File: src/rtl/core/isd_pkg.sv
`timescale 1ns / 1ps
// isd_pkg: shared types and constants for the descending insertion sorter
// used by isd_cell and insertion_sorter_descending_unit; no dependencies

package isd_pkg;

    // width of one sorted value
    localparam int DATA_W = 32;

    // default number of cells in the chain
    localparam int CAPACITY_DEF = 32;

    // what one cell shows its neighbours
    typedef struct packed {
        logic              valid;
        logic              move;
        logic [DATA_W-1:0] value;
    } link_t;

    // chain-wide operation for this cycle
    typedef struct packed {
        logic insert;
        logic drain;
    } ctrl_t;

endpackage

File: src/rtl/core/isd_cell.sv
`timescale 1ns / 1ps
// isd_cell: one compare-and-shift cell of the sorting chain
// depends on isd_pkg for link_t and ctrl_t

module isd_cell
(
    input  logic                              clk,
    input  logic                              rst_n,
    input  isd_pkg::ctrl_t                    ctrl,
    input  logic signed [isd_pkg::DATA_W-1:0] sample,
    input  isd_pkg::link_t                    prev_link,
    input  isd_pkg::link_t                    next_link,
    output isd_pkg::link_t                    link
);

    logic                      valid_reg;
    logic                      valid_next;
    logic [isd_pkg::DATA_W-1:0] value_reg;
    logic [isd_pkg::DATA_W-1:0] value_next;
    logic                      move;

    // cell is empty or holds a value strictly below the new one
    assign move = !valid_reg || ($signed(value_reg) < sample);

    assign link.valid = valid_reg;
    assign link.move  = move;
    assign link.value = value_reg;

    // next content: insert shifts towards the tail, drain towards the head
    always_comb
    begin
        valid_next = valid_reg;
        value_next = value_reg;
        if (ctrl.drain)
        begin
            valid_next = next_link.valid;
            value_next = next_link.value;
        end
        else if (ctrl.insert && move)
        begin
            if (!prev_link.move)
            begin
                valid_next = 1'b1;
                value_next = sample;
            end
            else if (prev_link.valid)
            begin
                valid_next = 1'b1;
                value_next = prev_link.value;
            end
        end
    end

    // occupancy flag
    always_ff @(posedge clk or negedge rst_n)
    begin
        if (!rst_n)
            valid_reg <= 1'b0;
        else
            valid_reg <= valid_next;
    end

    // stored value, no reset needed
    always_ff @(posedge clk)
    begin
        value_reg <= value_next;
    end

endmodule

File: src/rtl/core/insertion_sorter_descending_unit.sv
`timescale 1ns / 1ps
// insertion_sorter_descending_unit: top level, chain of isd_cell instances
// plus fill count, overflow flag and drain control; depends on isd_pkg
// Throughput: one input item per cycle while a set is being filled.
// Latency: the first sorted item is offered the cycle after the closing item.
// Drain: one sorted item per cycle from the head cell while out_ready is high; input held off until done.
// Reset: asynchronous, clears cell occupancy, fill count, overflow and drain state.

module insertion_sorter_descending_unit
#(
    parameter int CAPACITY = isd_pkg::CAPACITY_DEF
)
(
    input  logic                              clk,
    input  logic                              rst_n,
    input  logic                              in_valid,
    output logic                              in_ready,
    input  logic signed [isd_pkg::DATA_W-1:0] sample_value,
    input  logic                              end_of_set,
    output logic                              out_valid,
    input  logic                              out_ready,
    output logic signed [isd_pkg::DATA_W-1:0] sorted_value,
    output logic                              final_result,
    output logic                              overflowed
);

    localparam int CNT_W = $clog2(CAPACITY + 1);

    isd_pkg::link_t links [CAPACITY];
    isd_pkg::link_t head_prev;
    isd_pkg::link_t tail_next;
    isd_pkg::ctrl_t ctrl;

    logic [CNT_W-1:0] count_reg;
    logic [CNT_W-1:0] count_next;
    logic             overflow_reg;
    logic             overflow_next;
    logic             drain_reg;
    logic             drain_next;
    logic             in_acc;
    logic             out_acc;
    logic             full;
    logic             last_out;

    // handshakes
    assign in_ready = !drain_reg;
    assign in_acc   = in_valid && in_ready;
    assign out_valid = drain_reg;
    assign out_acc  = out_valid && out_ready;

    assign full     = (count_reg == CNT_W'(CAPACITY));
    assign last_out = (count_reg == CNT_W'(1));

    assign ctrl.insert = in_acc && !full;
    assign ctrl.drain  = out_acc;

    // chain ends: head takes the new value first, tail fills with empty
    assign head_prev.valid = 1'b1;
    assign head_prev.move  = 1'b0;
    assign head_prev.value = '0;
    assign tail_next.valid = 1'b0;
    assign tail_next.move  = 1'b0;
    assign tail_next.value = '0;

    // row of cells
    genvar i;
    generate
        for (i = 0; i < CAPACITY; i++)
        begin : g_cell
            isd_cell u_cell
            (
                .clk       (clk),
                .rst_n     (rst_n),
                .ctrl      (ctrl),
                .sample    (sample_value),
                .prev_link ((i == 0) ? head_prev : links[(i == 0) ? 0 : i - 1]),
                .next_link ((i == CAPACITY - 1) ? tail_next
                                                : links[(i == CAPACITY - 1) ? i : i + 1]),
                .link      (links[i])
            );
        end
    endgenerate

    // sorted value comes straight from the head cell, the flags from fill count and overflow state
    assign sorted_value = $signed(links[0].value);
    assign final_result = last_out;
    assign overflowed   = overflow_reg;

    // fill count, overflow and drain control
    always_comb
    begin
        count_next    = count_reg;
        overflow_next = overflow_reg;
        drain_next    = drain_reg;
        if (in_acc)
        begin
            if (full)
                overflow_next = 1'b1;
            else
                count_next = count_reg + CNT_W'(1);
            if (end_of_set)
                drain_next = 1'b1;
        end
        if (out_acc)
        begin
            count_next = count_reg - CNT_W'(1);
            if (last_out)
            begin
                drain_next    = 1'b0;
                overflow_next = 1'b0;
            end
        end
    end

    always_ff @(posedge clk or negedge rst_n)
    begin
        if (!rst_n)
        begin
            count_reg    <= '0;
            overflow_reg <= 1'b0;
            drain_reg    <= 1'b0;
        end
        else
        begin
            count_reg    <= count_next;
            overflow_reg <= overflow_next;
            drain_reg    <= drain_next;
        end
    end

    // fill count never exceeds the chain length
    a_count_range: assert property (@(posedge clk) disable iff (!rst_n)
        count_reg <= CNT_W'(CAPACITY))
        else $error("fill count above capacity");

    // head cell occupancy tracks a non-zero fill count
    a_head_valid: assert property (@(posedge clk) disable iff (!rst_n)
        links[0].valid == (count_reg != '0))
        else $error("head cell occupancy disagrees with fill count");

    // the chain is full exactly when the tail cell is occupied
    a_tail_valid: assert property (@(posedge clk) disable iff (!rst_n)
        links[CAPACITY-1].valid == full)
        else $error("tail cell occupancy disagrees with fill count");

    // a drain always has something to emit
    a_drain_nonempty: assert property (@(posedge clk) disable iff (!rst_n)
        drain_reg |-> (count_reg != '0))
        else $error("drain with empty chain");

    // after the final item is taken the chain is empty, overflow is clear and input reopens
    a_drain_end: assert property (@(posedge clk) disable iff (!rst_n)
        (out_acc && last_out) |=> (count_reg == '0) && in_ready && !overflow_reg)
        else $error("set not closed after final item");

endmodule

File: config.mk
export PLATFORM = sky130hd
export DESIGN_NAME = insertion_sorter_descending_unit
export DESIGN_NICKNAME = d
export VERILOG_FILES = /design/src/rtl/core/isd_pkg.sv /design/src/rtl/core/isd_cell.sv /design/src/rtl/core/insertion_sorter_descending_unit.sv
export SDC_FILE = /design/constraint.sdc
export NUM_CORES = 2
export LEC_CHECK = 0
export BUFFER_PORTS_ARGS = -buffer_cell sky130_fd_sc_hd__clkbuf_2
export CAP_MARGIN = 20
export CORE_ASPECT_RATIO = 1.1
export CORE_MARGIN = 2
export CORE_UTILIZATION = 60
export CTS_BUF_LIST = sky130_fd_sc_hd__clkbuf_8
export DETAILED_ROUTE_END_ITERATION = 10
export PLACE_DENSITY = 0.82
export SLEW_MARGIN = 20
export SYNTH_ARGS = -nofsm -noshare
export SYNTH_HDL_FRONTEND = slang
export SYNTH_HIERARCHICAL = 1
export SYNTH_SLANG_ARGS = --single-unit
export TNS_END_PERCENT = 10
File: constraint.sdc
create_clock -name clk -period 5.9 [get_ports clk]
set_input_delay 0.295 -clock clk [delete_from_list [all_inputs] [get_ports clk]]
set_output_delay 0.295 -clock clk [all_outputs]
set_load 0.005 [all_outputs]
==> results.py <==
metrics = {
    "outcome": {
        "status": "completed",
    },
    "sta": {
        "fin_ws_ns": 1.34,
        "worst_pin_slew_ns": 1.01,
        "setup_viol": 0,
        "fmax_ghz": 0.219,
        "min_period_ns": 4.56,
        "hold_viol_final": 0,
        "setup_tns_ns": 0,
        "timing.slew.headroom_pct": 32.7,
        "worst_hold_slack_ns": 0.0946,
        "fin_crit_sh_pct": 77.3,
        "skew_ns": 0.0435,
        "rsz0062_at_grt": "no",
        "report.final.slew_viol_count": 0,
    },
    "cells_and_area": {
        "area_growth_syn_to_layout_pct": 7.90,
        "layout.nets": 9665,
        "n_fill_cell": 10500,
        "largest_reg_flops": 1024,
        "fin_area_mm2": 0.0876,
        "drive_above_1_share_pct": 7.57,
        "final_cells": 10600,
        "fin_util_pct": 65.2,
    },
    "hold_path": {
        "min_from": "sample_value[17]",
        "hold_path_class": "in -> reg",
        "whs_path_depth": 3,
        "hold_end": "g_cell[17].u_cell/value_reg[17]",
    },
    "logic_synthesis": {
        "synth_area_mm2": 0.0812,
        "avgSynthCellArea_um2": 9.52,
        "yosysWarnings": 6,
        "syn_inst": 8528,
    },
    "cts": {
        "cts_setup_buffers": 0,
        "htree_levels": 4,
        "insertion_delay_ns": 0.94,
        "numCtsBuffers": 188,
        "clock_path_buffers": 3,
        "cts_tree": "built",
        "root_buffer": "clkbuf_8",
        "cts-hold-fix-buffers": 18,
        "cts.repair.resized": 0,
        "cts_sinks": 1064,
        "path_clk_slew_ns": 0.06,
    },
    "die": {
        "ioPinCount": 73,
        "core_mm2": 0.134,
        "die_h_um": 390,
        "initial_core_util_pct": 60.5,
        "std_cell_rows": 141,
        "die-area_mm2": 0.138,
        "die_w_um": 355,
    },
    "pwr": {
        "vdd_ir_drop_max_uv": 298,
        "p_per_area_mw_per_mm2": 471,
        "leakage_nw": 44.9,
        "p_total_mw": 41.2,
    },
    "routing": {
        "num_vias": 66400,
        "drc": 0,
        "drtAntennaViolNets": 0,
        "first_iter_violations": 6649,
        "wl_per_cell_um": 21.5,
        "wl_um": 228000,
        "drt-vias-per-instance": 6.27,
        "dr.pass1.iters": 6,
    },
    "worst_setup_path": {
        "worstSetupPathType": "reg -> reg",
        "worstRegToRegCells": 10,
        "worst_setup_path_start_kind": "flip-flop",
        "cp.arrival_ns": 5.11,
        "r2r-end": "g_cell[19].u_cell/value_reg[1]",
        "cp.required_ns": 6.45,
        "reg2reg_from": "g_cell[18].u_cell/value_reg[7]",
        "end_kind": "flip-flop",
        "worst-path-max-fanout": 22,
        "reg2reg_slack_ns": 1.34,
    },
    "grt": {
        "antenna_found_initial": 9,
        "grt_pass1_vias": 67100,
        "grt_overflow": 0,
        "grt_pass1_wl_um": 358000,
        "global_route.usage.total_pct": 32.4,
        "grt_max_degree": 233,
    },
    "placed_design": {
        "dpl-instance-area_mm2": 0.0838,
        "hpwlAfterDp_um": 166000,
        "gp_congestion": 0.933,
        "place.port_buffers": 72,
        "dpl_worst_slack_ns": 1.26,
        "dp_cells": 10200,
    },
    "run": {
        "maxCapViolCount": 0,
    },
}
[metal layers]
metal  wire [um]  track usage [%]  up-vias
li1            -                -    30600
met1       88500             39.7    31900
met2      110000             55.0     3011
met3       18200             5.53      818
met4       11400             16.1       10
met5          68                0        -
[cells in the final DEF, fill, tap and decap left out, drive strengths merged, types with 3 or more instances in the layout]
master,count
nand2,1410
o21ai,1185
inv,1132
mux2i,1025
edfxtp,1024
ha,996
a21oi,387
clkbuf,250
buf,208
nor2,165
nand4,129
nand3,67
conb,67
a31oi,63
clkinv,59
dfrtp,40
nor4,35
and4,33
o211ai,33
nand2b,32
a211o,32
a21o,32
o311a,32
o41ai,32
a211oi,32
a221oi,32
nor4b,32
and3b,32
a21boi,32
o2bb2ai,32
nor3,32
or2b,31
mux2,31
dlygate4sd3,17
diode,6
clkinvlp,5
xnor2,3
[power breakdown]
group          internal [mW]  switching [mW]
clock                   3.31            3.34
combinational           6.98            10.5
sequential              13.4            3.75
total                   23.7            17.6
[how the worst max path moves through the flow]
stage / from / end / slack (ns)
after global placement: sample_value[30] / g_cell[31].u_cell/value_reg[12] / 1.32
after CTS: g_cell[18].u_cell/value_reg[7] / g_cell[19].u_cell/value_reg[1] / 1.49
after floorplan: out_valid / g_cell[10].u_cell/value_reg[0] / 0.40
final: g_cell[18].u_cell/value_reg[7] / g_cell[19].u_cell/value_reg[1] / 1.34
after detailed placement: sample_value[30] / g_cell[31].u_cell/value_reg[2] / 1.26
after global routing: g_cell[18].u_cell/value_reg[4] / g_cell[19].u_cell/value_reg[1] / 1.24
[cell type report]
class / count / area, um2 / area share [%]
antenna: 6 / 15.0 / 0.0171
sequential: 1064 / 31800 / 36.2
tap: 1787 / 2240 / 2.55
clock buffer: 211 / 2900 / 3.32
inverter: 1061 / 3990 / 4.56
clock inverter: 136 / 626 / 0.714
timing repair buffer: 264 / 2140 / 2.44
multi-input combinational: 6053 / 43900 / 50.2
[worst max-delay path, cell delays in order, from the launching register on]
cell and delay [ns]:
edfxtp_1 0.41, ha_1 0.34, nand4_1 0.12, o311a_1 0.39, o41ai_2 0.73, a31oi_1 0.19, mux2_2 0.32, a21boi_0 0.26
o2bb2ai_1 0.15, nor3_2 0.74, buf_4 0.51
Note: power is estimated with default switching activity, not from simulation.
